===== src/csc_pkg.sv =====
`default_nettype none

package csc_pkg;

    // Largest grid size that the block honors; larger register values are clamped.
    localparam int unsigned MAX_GRID_POINTS = 128;

    // Configuration register indexes.
    localparam logic [1:0] REG_GRID_POINTS = 2'd0;
    localparam logic [1:0] REG_RADIUS      = 2'd1;
    localparam logic [1:0] REG_BLEND       = 2'd2;

    // Face codes.
    localparam logic [2:0] FACE_BASE  = 3'd0;
    localparam logic [2:0] FACE_ROT_1 = 3'd1;
    localparam logic [2:0] FACE_ROT_2 = 3'd2;
    localparam logic [2:0] FACE_ROT_3 = 3'd3;
    localparam logic [2:0] FACE_ROT_4 = 3'd4;
    localparam logic [2:0] FACE_ROT_5 = 3'd5;

    // Corner slots of a cell.
    localparam logic [2:0] SLOT_FIRST = 3'd0;
    localparam logic [2:0] SLOT_LAST  = 3'd5;

    // Row and column offsets of the grid point used by each slot, slot 0 in bit 0.
    localparam logic [5:0] ROW_STEP = 6'b110100;
    localparam logic [5:0] COL_STEP = 6'b011010;

    // One cell as it travels from the front to the back.
    typedef struct packed {
        logic [2:0] face;
        logic [6:0] row;
        logic [6:0] col;
    } cell_t;

    // Grid size as used by the arithmetic: at least 2, at most MAX_GRID_POINTS.
    function automatic logic [7:0] clamp_grid(input logic [7:0] gp);
        logic [7:0] n;
        if (gp < 8'd2)
        begin
            n = 8'd2;
        end
        else if (gp > 8'(MAX_GRID_POINTS))
        begin
            n = 8'(MAX_GRID_POINTS);
        end
        else
        begin
            n = gp;
        end
        return n;
    endfunction

endpackage

`default_nettype wire


===== src/cube_sphere_cell_vertices_core.sv =====
// Spherified cube cell vertex generator.
// Input stream (s_*): one item names a cell: face in tuser, row and column in tdata.
// Output stream (m_*): six vertices per cell, slot number in tuser, tlast on slot five.
// Configuration: cfg_we writes register cfg_index (0 grid points, 1 radius, 2 blend)
// with cfg_wdata at a rising edge; write only while the block is idle.
// Input items pass through a clamp stage into a two-entry cell queue, so the input
// side keeps taking cells while the vertex engine works.
// Each vertex runs through the engine in turn: two 17-step grid dividers, a 17-step
// square root, a 17-step reciprocal divider and eight single states for setup, the
// multiplies and the output.
// The output register holds a vertex while m_tready is low; the engine finishes the
// next vertex and then waits, and the queue fills and drops s_tready.
// Reset clears the queue and the output valid and loads grid points 16, radius 1.0
// and full blend toward the sphere.
`default_nettype none

module cube_sphere_cell_vertices_core
(
    input  wire logic           clk,
    input  wire logic           rst_n,
    input  wire logic           s_tvalid,
    output logic                s_tready,
    input  wire logic [15:0]    s_tdata,   // cell_row[6:0], cell_col[13:7], zero pad
    input  wire logic [2:0]     s_tuser,   // face[2:0]
    output logic                m_tvalid,
    input  wire logic           m_tready,
    output logic [47:0]         m_tdata,   // vertex_x[15:0], vertex_y[31:16], vertex_z[47:32]
    output logic [2:0]          m_tuser,   // corner_slot[2:0]
    output logic                m_tlast,
    input  wire logic           cfg_we,
    input  wire logic [1:0]     cfg_index,
    input  wire logic [16:0]    cfg_wdata
);

    logic [7:0]     grid_points_reg;
    logic [14:0]    radius_reg;
    logic [16:0]    blend_reg;
    logic           q_full;
    logic           q_empty;
    logic           push;
    logic           pop;
    csc_pkg::cell_t push_cell;
    csc_pkg::cell_t q_head;

    // Configuration registers.
    always_ff @(posedge clk or negedge rst_n)
    begin
        if (!rst_n)
        begin
            grid_points_reg <= 8'd16;
            radius_reg      <= 15'd256;
            blend_reg       <= 17'h10000;
        end
        else if (cfg_we)
        begin
            unique case (cfg_index)
                csc_pkg::REG_GRID_POINTS: grid_points_reg <= cfg_wdata[7:0];
                csc_pkg::REG_RADIUS:      radius_reg      <= cfg_wdata[14:0];
                csc_pkg::REG_BLEND:       blend_reg       <= cfg_wdata;
                default:                  ;
            endcase
        end
    end

    csc_front u_front
    (
        .s_tvalid    (s_tvalid),
        .s_tready    (s_tready),
        .s_tdata     (s_tdata),
        .s_tuser     (s_tuser),
        .grid_points (grid_points_reg),
        .q_full      (q_full),
        .push        (push),
        .push_cell   (push_cell)
    );

    csc_queue u_queue
    (
        .clk       (clk),
        .rst_n     (rst_n),
        .push      (push),
        .push_cell (push_cell),
        .pop       (pop),
        .full      (q_full),
        .empty     (q_empty),
        .head      (q_head)
    );

    csc_back u_back
    (
        .clk         (clk),
        .rst_n       (rst_n),
        .grid_points (grid_points_reg),
        .radius_q8   (radius_reg),
        .blend_q16   (blend_reg),
        .q_empty     (q_empty),
        .q_head      (q_head),
        .pop         (pop),
        .m_tvalid    (m_tvalid),
        .m_tready    (m_tready),
        .m_tdata     (m_tdata),
        .m_tuser     (m_tuser),
        .m_tlast     (m_tlast)
    );

endmodule

`default_nettype wire


===== src/csc_front.sv =====
`default_nettype none

module csc_front
(
    input  wire logic                s_tvalid,
    output logic                     s_tready,
    input  wire logic [15:0]         s_tdata,   // cell_row[6:0], cell_col[13:7], zero pad
    input  wire logic [2:0]          s_tuser,   // face[2:0]
    input  wire logic [7:0]          grid_points,
    input  wire logic                q_full,
    output logic                     push,
    output csc_pkg::cell_t           push_cell
);

    logic [7:0] n_eff;
    logic [6:0] max_cell;
    logic [6:0] row_in;
    logic [6:0] col_in;

    // Take an item whenever the queue has room.
    assign s_tready = !q_full;
    assign push     = s_tvalid && !q_full;

    // Clamp the cell indexes to the last cell of the grid.
    assign n_eff    = csc_pkg::clamp_grid(grid_points);
    assign max_cell = 7'(n_eff - 8'd2);
    assign row_in   = s_tdata[6:0];
    assign col_in   = s_tdata[13:7];

    always_comb
    begin
        push_cell.row = (row_in > max_cell) ? max_cell : row_in;
        push_cell.col = (col_in > max_cell) ? max_cell : col_in;
        // Face codes six and seven fall back to the base face.
        push_cell.face = (s_tuser > csc_pkg::FACE_ROT_5) ? csc_pkg::FACE_BASE : s_tuser;
    end

endmodule

`default_nettype wire


===== src/csc_queue.sv =====
`default_nettype none

module csc_queue
(
    input  wire logic           clk,
    input  wire logic           rst_n,
    input  wire logic           push,
    input  wire csc_pkg::cell_t push_cell,
    input  wire logic           pop,
    output logic                full,
    output logic                empty,
    output csc_pkg::cell_t      head
);

    localparam int unsigned DEPTH = 2;
    localparam int unsigned PTR_W = $clog2(DEPTH);

    csc_pkg::cell_t         mem_reg [DEPTH];
    logic [PTR_W-1:0]       wr_ptr_reg;
    logic [PTR_W-1:0]       wr_ptr_next;
    logic [PTR_W-1:0]       rd_ptr_reg;
    logic [PTR_W-1:0]       rd_ptr_next;
    logic [PTR_W:0]         count_reg;
    logic [PTR_W:0]         count_next;

    assign full  = (count_reg == (PTR_W+1)'(DEPTH));
    assign empty = (count_reg == '0);
    assign head  = mem_reg[rd_ptr_reg];

    // Pointer and fill count update.
    always_comb
    begin
        wr_ptr_next = push ? PTR_W'(wr_ptr_reg + 1'b1) : wr_ptr_reg;
        rd_ptr_next = pop  ? PTR_W'(rd_ptr_reg + 1'b1) : rd_ptr_reg;
        count_next  = count_reg;
        if (push && !pop)
        begin
            count_next = (PTR_W+1)'(count_reg + 1'b1);
        end
        else if (pop && !push)
        begin
            count_next = (PTR_W+1)'(count_reg - 1'b1);
        end
    end

    always_ff @(posedge clk or negedge rst_n)
    begin
        if (!rst_n)
        begin
            wr_ptr_reg <= '0;
            rd_ptr_reg <= '0;
            count_reg  <= '0;
        end
        else
        begin
            wr_ptr_reg <= wr_ptr_next;
            rd_ptr_reg <= rd_ptr_next;
            count_reg  <= count_next;
        end
    end

    // Entry storage.
    always_ff @(posedge clk)
    begin
        if (push)
        begin
            mem_reg[wr_ptr_reg] <= push_cell;
        end
    end

endmodule

`default_nettype wire


===== src/csc_back.sv =====
`default_nettype none

module csc_back
(
    input  wire logic           clk,
    input  wire logic           rst_n,
    input  wire logic [7:0]     grid_points,
    input  wire logic [14:0]    radius_q8,
    input  wire logic [16:0]    blend_q16,
    input  wire logic           q_empty,
    input  wire csc_pkg::cell_t q_head,
    output logic                pop,
    output logic                m_tvalid,
    input  wire logic           m_tready,
    output logic [47:0]         m_tdata,   // vertex_x[15:0], vertex_y[31:16], vertex_z[47:32]
    output logic [2:0]          m_tuser,   // corner_slot[2:0]
    output logic                m_tlast
);

    localparam logic [3:0] ST_IDLE  = 4'd0;
    localparam logic [3:0] ST_START = 4'd1;
    localparam logic [3:0] ST_DIV_U = 4'd2;
    localparam logic [3:0] ST_DIV_W = 4'd3;
    localparam logic [3:0] ST_SQ    = 4'd4;
    localparam logic [3:0] ST_SQRT  = 4'd5;
    localparam logic [3:0] ST_RECIP = 4'd6;
    localparam logic [3:0] ST_MUL_F = 4'd7;
    localparam logic [3:0] ST_SUM_F = 4'd8;
    localparam logic [3:0] ST_MUL_T = 4'd9;
    localparam logic [3:0] ST_MUL_X = 4'd10;
    localparam logic [3:0] ST_MUL_Y = 4'd11;
    localparam logic [3:0] ST_OUT   = 4'd12;

    // Every serial unit produces 17 result bits, one per cycle.
    localparam logic [4:0] LAST_STEP = 5'd16;

    logic [3:0]     state_reg, state_next;
    csc_pkg::cell_t cell_reg, cell_next;
    logic [2:0]     slot_reg, slot_next;
    logic [4:0]     cnt_reg, cnt_next;

    logic [16:0]    gnum_reg, gnum_next;
    logic [6:0]     grem_reg, grem_next;
    logic           u_neg_reg, u_neg_next;
    logic [8:0]     u_mag_reg, u_mag_next;
    logic           w_neg_reg, w_neg_next;
    logic [8:0]     w_mag_reg, w_mag_next;
    logic [33:0]    sqs_reg, sqs_next;
    logic [19:0]    srem_reg, srem_next;
    logic [16:0]    sroot_reg, sroot_next;
    logic [16:0]    len_reg, len_next;
    logic [16:0]    rnum_reg, rnum_next;
    logic [16:0]    rrem_reg, rrem_next;
    logic [33:0]    bf_reg, bf_next;
    logic [16:0]    f_reg, f_next;
    logic [31:0]    t_reg, t_next;
    logic [40:0]    px_reg, px_next;
    logic [40:0]    py_reg, py_next;

    logic           m_valid_reg, m_valid_next;
    logic [47:0]    m_data_reg, m_data_next;
    logic [2:0]     m_slot_reg, m_slot_next;
    logic           m_last_reg, m_last_next;

    logic [7:0]     n_eff;
    logic [6:0]     div_d;
    logic [6:0]     k_cur;
    logic [6:0]     m_cur;
    logic [7:0]     gtrial;
    logic           gge;
    logic [6:0]     grem_step;
    logic [16:0]    gnum_step;
    logic [19:0]    srem_sh;
    logic [19:0]    strial;
    logic           sge;
    logic [17:0]    rtrial;
    logic           rge;
    logic [16:0]    blend_eff;
    logic [17:0]    sq_sum;
    logic [33:0]    f_sum;
    logic [15:0]    vx, vy, vz;
    logic [15:0]    ox, oy, oz;
    logic           out_free;

    // Magnitude and sign of a grid coordinate from the divider quotient.
    function automatic logic [9:0] grid_mag(input logic [16:0] q);
        logic [9:0] r;
        if (q[9:0] >= 10'd256)
        begin
            r = {1'b0, 9'(q[9:0] - 10'd256)};
        end
        else
        begin
            r = {1'b1, 9'(10'd256 - q[9:0])};
        end
        return r;
    endfunction

    // Round a scaled magnitude back to Q8.8, saturate and apply the sign.
    function automatic logic [15:0] scale_out(input logic [40:0] prod, input logic neg);
        logic [41:0] sum;
        logic [16:0] v;
        logic [16:0] mag;
        sum = {1'b0, prod} + 42'h800000;
        v   = sum[40:24];
        if (neg)
        begin
            mag = (v > 17'd32768) ? 17'd32768 : v;
            return 16'(17'd0 - mag);
        end
        else
        begin
            mag = (v > 17'd32767) ? 17'd32767 : v;
            return mag[15:0];
        end
    endfunction

    // Numerator of the grid coordinate division: 512k + floor(d/2).
    function automatic logic [16:0] grid_num(input logic [6:0] k, input logic [6:0] d);
        return 17'({k, 9'b0}) + 17'(d >> 1);
    endfunction

    assign n_eff     = csc_pkg::clamp_grid(grid_points);
    assign div_d     = 7'(n_eff - 8'd1);
    assign k_cur     = 7'(cell_reg.row + 7'(csc_pkg::ROW_STEP[slot_reg]));
    assign m_cur     = 7'(cell_reg.col + 7'(csc_pkg::COL_STEP[slot_reg]));
    assign blend_eff = (blend_q16 > 17'h10000) ? 17'h10000 : blend_q16;

    // One restoring step of the grid coordinate divider.
    assign gtrial    = {grem_reg, gnum_reg[16]};
    assign gge       = (gtrial >= {1'b0, div_d});
    assign grem_step = gge ? 7'(gtrial - {1'b0, div_d}) : gtrial[6:0];
    assign gnum_step = {gnum_reg[15:0], gge};

    // One digit of the square root.
    assign srem_sh = {srem_reg[17:0], sqs_reg[33:32]};
    assign strial  = {1'b0, sroot_reg, 2'b01};
    assign sge     = (srem_sh >= strial);

    // One restoring step of the reciprocal divider.
    assign rtrial = {rrem_reg, rnum_reg[16]};
    assign rge    = (rtrial >= {1'b0, len_reg});

    // Squared length of the cube point in Q2.16 before the final shift.
    assign sq_sum = 18'(u_mag_reg * u_mag_reg) + 18'(w_mag_reg * w_mag_reg) + 18'h10000;

    // Blend between the inverse length and one.
    assign f_sum = bf_reg + 34'({17'h10000 - blend_eff, 16'b0}) + 34'd32768;

    // Rounded coordinates and face permutation.
    assign vx = scale_out(px_reg, u_neg_reg);
    assign vy = scale_out(py_reg, w_neg_reg);
    assign vz = scale_out({1'b0, t_reg, 8'b0}, 1'b0);

    always_comb
    begin
        unique case (cell_reg.face)
            csc_pkg::FACE_ROT_1:
            begin
                ox = 16'd0 - vz; oy = vy; oz = vx;
            end
            csc_pkg::FACE_ROT_2:
            begin
                ox = 16'd0 - vx; oy = vy; oz = 16'd0 - vz;
            end
            csc_pkg::FACE_ROT_3:
            begin
                ox = vz; oy = vy; oz = 16'd0 - vx;
            end
            csc_pkg::FACE_ROT_4:
            begin
                ox = vx; oy = vz; oz = 16'd0 - vy;
            end
            csc_pkg::FACE_ROT_5:
            begin
                ox = vx; oy = 16'd0 - vz; oz = vy;
            end
            default:
            begin
                ox = vx; oy = vy; oz = vz;
            end
        endcase
    end

    assign out_free = !m_valid_reg || m_tready;

    // Sequencer: each slot runs the dividers, the root and the multiplies in turn.
    always_comb
    begin
        state_next   = state_reg;
        cell_next    = cell_reg;
        slot_next    = slot_reg;
        cnt_next     = cnt_reg;
        gnum_next    = gnum_reg;
        grem_next    = grem_reg;
        u_neg_next   = u_neg_reg;
        u_mag_next   = u_mag_reg;
        w_neg_next   = w_neg_reg;
        w_mag_next   = w_mag_reg;
        sqs_next     = sqs_reg;
        srem_next    = srem_reg;
        sroot_next   = sroot_reg;
        len_next     = len_reg;
        rnum_next    = rnum_reg;
        rrem_next    = rrem_reg;
        bf_next      = bf_reg;
        f_next       = f_reg;
        t_next       = t_reg;
        px_next      = px_reg;
        py_next      = py_reg;
        pop          = 1'b0;
        m_valid_next = m_valid_reg && !m_tready;
        m_data_next  = m_data_reg;
        m_slot_next  = m_slot_reg;
        m_last_next  = m_last_reg;

        unique case (state_reg)
            ST_IDLE:
            begin
                if (!q_empty)
                begin
                    pop        = 1'b1;
                    cell_next  = q_head;
                    slot_next  = csc_pkg::SLOT_FIRST;
                    state_next = ST_START;
                end
            end
            ST_START:
            begin
                gnum_next  = grid_num(k_cur, div_d);
                grem_next  = '0;
                cnt_next   = '0;
                state_next = ST_DIV_U;
            end
            ST_DIV_U:
            begin
                gnum_next = gnum_step;
                grem_next = grem_step;
                cnt_next  = 5'(cnt_reg + 1'b1);
                if (cnt_reg == LAST_STEP)
                begin
                    {u_neg_next, u_mag_next} = grid_mag(gnum_step);
                    gnum_next  = grid_num(m_cur, div_d);
                    grem_next  = '0;
                    cnt_next   = '0;
                    state_next = ST_DIV_W;
                end
            end
            ST_DIV_W:
            begin
                gnum_next = gnum_step;
                grem_next = grem_step;
                cnt_next  = 5'(cnt_reg + 1'b1);
                if (cnt_reg == LAST_STEP)
                begin
                    {w_neg_next, w_mag_next} = grid_mag(gnum_step);
                    state_next = ST_SQ;
                end
            end
            ST_SQ:
            begin
                sqs_next   = {sq_sum, 16'b0};
                srem_next  = '0;
                sroot_next = '0;
                cnt_next   = '0;
                state_next = ST_SQRT;
            end
            ST_SQRT:
            begin
                sqs_next   = {sqs_reg[31:0], 2'b00};
                srem_next  = sge ? 20'(srem_sh - strial) : srem_sh;
                sroot_next = {sroot_reg[15:0], sge};
                cnt_next   = 5'(cnt_reg + 1'b1);
                if (cnt_reg == LAST_STEP)
                begin
                    // Numerator 2^32 + floor(L/2): its top bits seed the remainder.
                    len_next   = {sroot_reg[15:0], sge};
                    rrem_next  = 17'h08000;
                    rnum_next  = {1'b0, sroot_reg[15:0]};
                    cnt_next   = '0;
                    state_next = ST_RECIP;
                end
            end
            ST_RECIP:
            begin
                rrem_next = rge ? 17'(rtrial - {1'b0, len_reg}) : rtrial[16:0];
                rnum_next = {rnum_reg[15:0], rge};
                cnt_next  = 5'(cnt_reg + 1'b1);
                if (cnt_reg == LAST_STEP)
                begin
                    state_next = ST_MUL_F;
                end
            end
            ST_MUL_F:
            begin
                bf_next    = blend_eff * rnum_reg;
                state_next = ST_SUM_F;
            end
            ST_SUM_F:
            begin
                f_next     = f_sum[32:16];
                state_next = ST_MUL_T;
            end
            ST_MUL_T:
            begin
                t_next     = f_reg * radius_q8;
                state_next = ST_MUL_X;
            end
            ST_MUL_X:
            begin
                px_next    = u_mag_reg * t_reg;
                state_next = ST_MUL_Y;
            end
            ST_MUL_Y:
            begin
                py_next    = w_mag_reg * t_reg;
                state_next = ST_OUT;
            end
            ST_OUT:
            begin
                if (out_free)
                begin
                    m_valid_next = 1'b1;
                    m_data_next  = {oz, oy, ox};
                    m_slot_next  = slot_reg;
                    m_last_next  = (slot_reg == csc_pkg::SLOT_LAST);
                    if (slot_reg == csc_pkg::SLOT_LAST)
                    begin
                        state_next = ST_IDLE;
                    end
                    else
                    begin
                        slot_next  = 3'(slot_reg + 1'b1);
                        state_next = ST_START;
                    end
                end
            end
            default:
            begin
                state_next = ST_IDLE;
            end
        endcase
    end

    // Control state.
    always_ff @(posedge clk or negedge rst_n)
    begin
        if (!rst_n)
        begin
            state_reg   <= ST_IDLE;
            slot_reg    <= csc_pkg::SLOT_FIRST;
            cnt_reg     <= '0;
            m_valid_reg <= 1'b0;
        end
        else
        begin
            state_reg   <= state_next;
            slot_reg    <= slot_next;
            cnt_reg     <= cnt_next;
            m_valid_reg <= m_valid_next;
        end
    end

    // Datapath registers.
    always_ff @(posedge clk)
    begin
        cell_reg   <= cell_next;
        gnum_reg   <= gnum_next;
        grem_reg   <= grem_next;
        u_neg_reg  <= u_neg_next;
        u_mag_reg  <= u_mag_next;
        w_neg_reg  <= w_neg_next;
        w_mag_reg  <= w_mag_next;
        sqs_reg    <= sqs_next;
        srem_reg   <= srem_next;
        sroot_reg  <= sroot_next;
        len_reg    <= len_next;
        rnum_reg   <= rnum_next;
        rrem_reg   <= rrem_next;
        bf_reg     <= bf_next;
        f_reg      <= f_next;
        t_reg      <= t_next;
        px_reg     <= px_next;
        py_reg     <= py_next;
        m_data_reg <= m_data_next;
        m_slot_reg <= m_slot_next;
        m_last_reg <= m_last_next;
    end

    assign m_tvalid = m_valid_reg;
    assign m_tdata  = m_data_reg;
    assign m_tuser  = m_slot_reg;
    assign m_tlast  = m_last_reg;

    // The end-of-cell flag marks exactly the last slot.
    assert property (@(posedge clk) disable iff (!rst_n)
        m_tvalid |-> (m_tlast == (m_tuser == csc_pkg::SLOT_LAST)))
        else $error("end-of-cell flag disagrees with slot");

    // The vector length is never below one, so the reciprocal fits 17 bits.
    assert property (@(posedge clk) disable iff (!rst_n)
        (state_reg == ST_RECIP) |-> len_reg[16])
        else $error("vector length below one");

    // A finished vertex waits while the output register is held.
    assert property (@(posedge clk) disable iff (!rst_n)
        (state_reg == ST_OUT && m_valid_reg && !m_tready) |=> (state_reg == ST_OUT))
        else $error("vertex dropped under stall");

endmodule

`default_nettype wire

===== config.mk =====
export PLATFORM = sky130hd
export DESIGN_NAME = cube_sphere_cell_vertices_core
export DESIGN_NICKNAME = d
export VERILOG_FILES = /design/src/csc_pkg.sv /design/src/cube_sphere_cell_vertices_core.sv /design/src/csc_front.sv /design/src/csc_queue.sv /design/src/csc_back.sv
export SDC_FILE = /design/constraint.sdc
export NUM_CORES = 2
export LEC_CHECK = 0
export BUFFER_PORTS_ARGS = -buffer_cell sky130_fd_sc_hd__buf_2
export CAP_MARGIN = 20
export CORE_ASPECT_RATIO = 0.5
export CORE_MARGIN = 5
export CORE_UTILIZATION = 35
export CTS_CLUSTER_SIZE = 20
export DETAILED_ROUTE_END_ITERATION = 6
export MAX_ROUTING_LAYER = met4
export SYNTH_ARGS = -nofsm -noshare
export SYNTH_HDL_FRONTEND = slang
export SYNTH_SLANG_ARGS = --single-unit

===== constraint.sdc =====
create_clock -name clk -period 8.8 [get_ports clk]
set_input_delay 2.64 -clock clk [delete_from_list [all_inputs] [get_ports clk]]
set_output_delay 2.64 -clock clk [all_outputs]
set_load 0.005 [all_outputs]

* After elaboration in Yosys (flattened, before gate mapping)
Memories as Yosys holds them, arrays and structs flattened. A register that Yosys moved wholly into a read port is not among the register bits.
Index checks and enable logic that the tools add are counted.
** Operators by class
- Multiplexer cells :: 55
- $lt $le $gt $ge :: 16
- Multipliers :: 6
- Reduce and logical (&&, ||, !) cells :: 33
- Bitwise logic cells :: 1
- Add/subtract/negate cells :: 30
- Equality and inequality tests :: 29
** Operator list (count)
- two-way mux 16 bit :: 7
- one-hot mux 17 bit (2 select lines) :: 3
- two-way mux 17 bit :: 5
- adder 41 x 24 -> 41 bit, second input constant :: 2
- multiplier 9 x 32 -> 41 bit :: 2
- one-hot mux 16 bit (5 select lines) :: 1
- subtractor 1 x 16 -> 16 bit, first input constant :: 5
- one-hot mux 34 bit (2 select lines) :: 1
- one-hot mux 4 bit (13 select lines) :: 1
- > comparator 17 x 15 -> 1 bit, second input constant :: 3
- one-hot mux 17 bit (3 select lines) :: 1
- one-hot mux 16 bit (3 select lines) :: 1
- two-way mux 7 bit :: 6
- adder 40 x 24 -> 41 bit, second input constant :: 1
- multiplier 9 x 9 -> 18 bit :: 2
- one-hot mux 18 bit (2 select lines) :: 1
- adder 16 x 6 -> 17 bit :: 2
- > comparator 17 x 16 -> 1 bit, second input constant :: 2
- adder 33 x 16 -> 33 bit, second input constant :: 1
- adder 33 bit :: 1
- multiplier 17 x 17 -> 33 bit :: 1
- multiplier 17 x 15 -> 32 bit :: 1
- one-hot mux 16 bit (2 select lines) :: 1
- two-way mux 4 bit :: 6
- 59 further kinds :: 113
** Storage, ports and cells
- Word-level logic and storage cells :: 203
- Output and inout port bits :: 54
- ROM bits :: 16
- Memories kept :: 3
- Memory bits (writable) :: 34
- Register bits after elaboration :: 437
** Memories
- u_queue.mem_reg :: words 2, bits a word 17, read ports 1, clocked after Yosys merged registers in 1, wr ports 1, line csc_queue.sv:18 : csc_pkg::cell_t mem_reg [DEPTH];
- (name not given) :: words 8, bits a word 1, read ports 1, clocked after Yosys merged registers in 0, wr ports 0, line csc_back.sv:125 : assign k_cur = 7'(cell_reg.row + 7'(csc_pkg::ROW_STEP[slot_reg]));
- (name not given) :: words 8, bits a word 1, read ports 1, clocked after Yosys merged registers in 0, wr ports 0, line csc_back.sv:126 : assign m_cur = 7'(cell_reg.col + 7'(csc_pkg::COL_STEP[slot_reg]));

* Depth between registers and ports, before layout
- Depth after elaboration :: 8
- Depth in mapped cells :: 30
- Mapped depth without buffers :: 29

* Cells and area by module
A second synthesis with hierarchy kept.
** Unflattened totals
- Cell total of the unflattened synthesis :: 6416
- Area total of the unflattened synthesis :: 60754.5 um^2
** By module, submodules not included
- csc_back :: seq. area each 9934.5 um^2, cells each 6162, instances 1, area an instance 56967.1 um^2
- cube_sphere_cell_vertices_core :: seq. area each 1004.7 um^2, cells each 85, instances 1, area an instance 1529.0 um^2
- csc_queue :: seq. area each 1121.1 um^2, cells each 69, instances 1, area an instance 1463.9 um^2
- csc_front :: seq. area each 0.0 um^2, cells each 100, instances 1, area an instance 794.5 um^2

* Least setup slack after synthesis
No wires, ideal clock.
- Path kind :: reg2reg
- Start :: register blend_reg[7]
- End :: register u_back.bf_reg[32] (data pin)
- Library setup time :: 0.260 ns
- Required time :: 8.540 ns
- Setup slack :: 0.768 ns
- Arrival time :: 7.772 ns
- Buffers on the path :: 2
- Clock period less this slack :: 8.032 ns
- Stages on the path, launching flop included :: 29
- Cell sequence :: dfrtp_1 > nor4_1 > nand4_1 > o41ai_1 > and2_1 > clkbuf_1 > buf_1 > nand2_1 > fa_1 > fa_1 > fa_1 > fa_1 > inv_1 > fa_1 > inv_1 > fa_1 > inv_1 > ha_1 > or3_1 > a221oi_1 > o32ai_1 > nor3_1 > o311ai_1 > nor3_1 > nor3b_1 > o31a_1 > or4_1 > a31oi_1 > xnor2_1
** Between the ends
- Word-level cells in the longest chain between the ends :: 3
** RTL lines
- start, declared :: line cube_sphere_cell_vertices_core.sv:37 : logic [16:0] blend_reg;
- start signal, assigned :: line cube_sphere_cell_vertices_core.sv:59 : csc_pkg::REG_BLEND: blend_reg <= cfg_wdata;
- > comparator 17 bit :: line csc_back.sv:127 : assign blend_eff = (blend_q16 > 17'h10000) ? 17'h10000 : blend_q16;
- two-way mux 17 bit (*) :: line csc_back.sv:127
- multiplier 17 x 17 -> 33 bit (*) :: line csc_back.sv:296 : bf_next = blend_eff * rnum_reg;
- end signal, assigned :: line csc_back.sv:380 : bf_reg <= bf_next;
- end, declared :: line csc_back.sv:54 : logic [33:0] bf_reg, bf_next;
Every way passes the cells marked *; elsewhere a longest branch is shown, timed or not.
A chain may end at the register's enable or synchronous reset.

* Worst setup path after layout
Ends and elaborated chain as after synthesis.

==> summary.txt <==
Status
  – Status: completed

Logic synthesis
  – Yosys reg bits: 411
  – Syn_area_per_cell: around 9.4 um^2
  – Post-synthesis sequential area ratio: 19.9%
  – Syn nets: about 8000
  – Synth Flop Type: edfxtp_1
  – Top cell type's share of synthesized area: 30.8%
  – Yosys warnings: 0
  – Post-synth cell types: 105
  – Synth async-reset ratio: 13.9%
  – Cells after synthesis: about 6500
  – Post-synth top cells: inv_1, nand2_1, fa_1
  – Post-Syn Area: approximately 61000 um^2
  – EDFF count, synth: about 350
  – Top-count cell post-synth: inv_1
  – Biggest area consumer among synthesized cells: fa_1
  – Top cells by area, synth: fa_1, edfxtp_1, ha_1

Floorplan
  – Die Y: 304 um
  – Die ar.: 182000 um^2
  – Rows: 107
  – Die W: 598 um
  – I/O Pins: 97
  – Core ar.: between 150000 and 200000 um^2
  – Effective utilization at floorplan: a little over a third

Pwr
  – Worst IR Drop VDD: roughly 0.0009 V
  – LEAKAGE: 29.6 nW
  – PwrDens: 308 nW/um^2
  – Power Total: 20.1 mW

Clock network
  – Cts bufs inserted: 46
  – CTS tree: done
  – Setup Fix Bufs, Post-CTS: 0
  – Root Driver: clkbuf_16
  – Clock slew at reported path FFs: 0.06 ns
  – Worst-Skew Late Latency: 0.63 ns
  – Worst-case clock buffer depth: 3
  – CTS HTree Levels: 2
  – # resized after CTS: 0
  – CTS Sinks: 411
  – # hold bufs at CTS: 0

Global route
  – GR met2 Demand/Resource: 28.0%
  – Vias in the first global route: 45270
  – Busiest layer in global routing: met2
  – Met3 global-route usage: roughly 1.8%
  – GR Util met1: 23.8%
  – GRT Total Usage: 17.3%
  – Pin count of the biggest net entering global routing: 63
  – First-pass GRT wire length: 250 mm
  – GR Overflow Total: 0
  – Initial antenna violation count: 1

Worst setup path
  – Required time worst endpoint: 9.16 ns
  – Crit end category: flop
  – Crit-path max FO: 25
  – CP Launch Type: flop
  – Worst Path Arrival: slightly below 9 ns
  – Critical path type: flop to flop

Placement
  – Placed insts: 8603
  – Hpwl dp: 117 mm
  – # port buffers: between 90 and 100
  – Final Wtd Congestion: 0.885

Cells and area
  – Non-Filler Instances: between 8000 and 9000
  – Fin util: 38.1%
  – Synth-to-Final Area Change: 7.61%
  – Layout cells sized above 1: 6.40%
  – N_diodes: 0
  – Number of flip-flops in the largest register: 48
  – Fillers: 17171
  – Fin nets: 7815

Timing
  – Slew @ Worst Pin: 1.13 ns
  – RSZ-0062 raised after global routing: false
  – Tmin final: 8.39 ns
  – Headroom to the max-slew limit: between 20 and 25%
  – Final worst-path cycle share: 95.4%
  – Final slew viol count: 0
  – Max Clock Freq: between 0.1 and 0.15 GHz
  – Final Hold Fails: 0
  – Fin Setup TNS: 0 ns
  – Clk_skew: 0.0304 ns
  – Hold Slack: 0.451 ns
  – Endpoints failing setup: 0

Routing
  – Final wirelength: 152 mm
  – Pre-antenna DRT Iters: 5
  – DRT iter0 DRCs: 2980
  – Vias/cell: about 5.1
  – Via count: 43963
  – DR DRC count: 0
  – WL/cell: about 17 um
  – Post-route ant nets: 0

Flow run
  – Max cap viols: 0

Min path
  – Min-delay worst type: flop to flop
==> cell type report <==
cell class              count  area, um^2  share of cell area (%)
clock buffers              51        1210                    1.86
clock inverters            35         377                   0.578
inverters                 986        3700                    5.68
multi-input cells        4724       43600                    66.9
flip-flops and latches    411       12100                    18.5
well taps                2289        2860                    4.40
repair buffers            198        1350                    2.07
==> report_power, final <==
group          switching (mW)  internal (mW)  total (mW)
logic                    8.36           6.40        14.8
clock network           0.887           1.14        2.02
registers               0.178           3.10        3.28
total                    9.43           10.6        20.1
==> cell families after synthesis <==
group | count (synthesis) | synth area share [%]
mux | 89 | 1.60
buf+inv | 1320 | 8.23
compound gates | 800 | 8.50
xor+xnor | 263 | 3.80
flops | 411 | 19.9
simple gates | 2167 | 17.4
fa+ha+maj | 1405 | 40.6
==> cells in the final DEF (no fill, tap or decap), types with 94 or more instances in the layout <==
| cell type | instances |
|---|---|
| a21oi_1 | 232 |
| and2_1 | 462 |
| buf_2 | 94 |
| buf_4 | 94 |
| edfxtp_1 | 354 |
| fa_1 | 933 |
| ha_1 | 472 |
| inv_1 | 985 |
| nand2_1 | 939 |
| nor2_1 | 263 |
| o21ai_0 | 188 |
| xnor2_1 | 181 |
==> metal layers <==
| metal | up-vias | part of all wire, % |
|---|---|---|
| met1 | 22155 | 46 |
| met4 | 0 | 2.0 |
| met5 | - | 0 |
| li1 | 20570 | - |
| met2 | 1090 | 47 |
| met3 | 148 | 5.1 |
==> worst max-delay path: stages (launching register included) <==
cell,delay (ns)
dfrtp_1,0.37
nor4_1,0.35
nand4_1,0.15
o41ai_2,0.32
buf_12,0.22
and2_1,0.32
nand2_1,0.12
fa_1,0.53
fa_1,0.57
fa_1,0.45
fa_1,0.55
inv_1,0.05
fa_1,0.47
inv_1,0.05
fa_1,0.47
inv_1,0.04
ha_1,0.17
or3_1,0.30
a221oi_1,0.46
o32ai_1,0.25
nor3_1,0.35
o311ai_1,0.22
nor3_1,0.22
nor3b_1,0.10
o31a_1,0.28
or4_1,0.43
a31oi_1,0.22
xnor2_1,0.08
==> final timing paths <==
path                                                   start                             end  slack [ns]  cells past startpoint
max                                 blend_reg[7]$_DFFE_PN0P_     u_back.bf_reg[32]$_DFFE_PP_        0.41                     27
min                        u_back.sroot_reg[1]$_SDFFCE_PN0P_     u_back.len_reg[2]$_DFFE_PP_        0.45                      0
max reg2reg                         blend_reg[7]$_DFFE_PN0P_     u_back.bf_reg[32]$_DFFE_PP_        0.41                     27
min reg2reg                u_back.sroot_reg[1]$_SDFFCE_PN0P_     u_back.len_reg[2]$_DFFE_PP_        0.45                      0
max in group asynchronous                              rst_n       radius_reg[7]$_DFFE_PN0P_        6.05                      2
min in group asynchronous                              rst_n  u_queue.wr_ptr_reg$_DFFE_PN0P_        2.16                      2
==> stage by stage <==
step | worst slack [ns] | instance area, um^2
2_1_floorplan | 0.768 | 60600
3_3_place_gp | 0.272 | 63400
3_5_place_dp | 0.296 | 63500
4_1_cts | 0.252 | 65100
5_1_grt | 0.0184 | 65200
6_report | 0.405 | 65200
No activity file was read; power rests on OpenSTA's default activity.
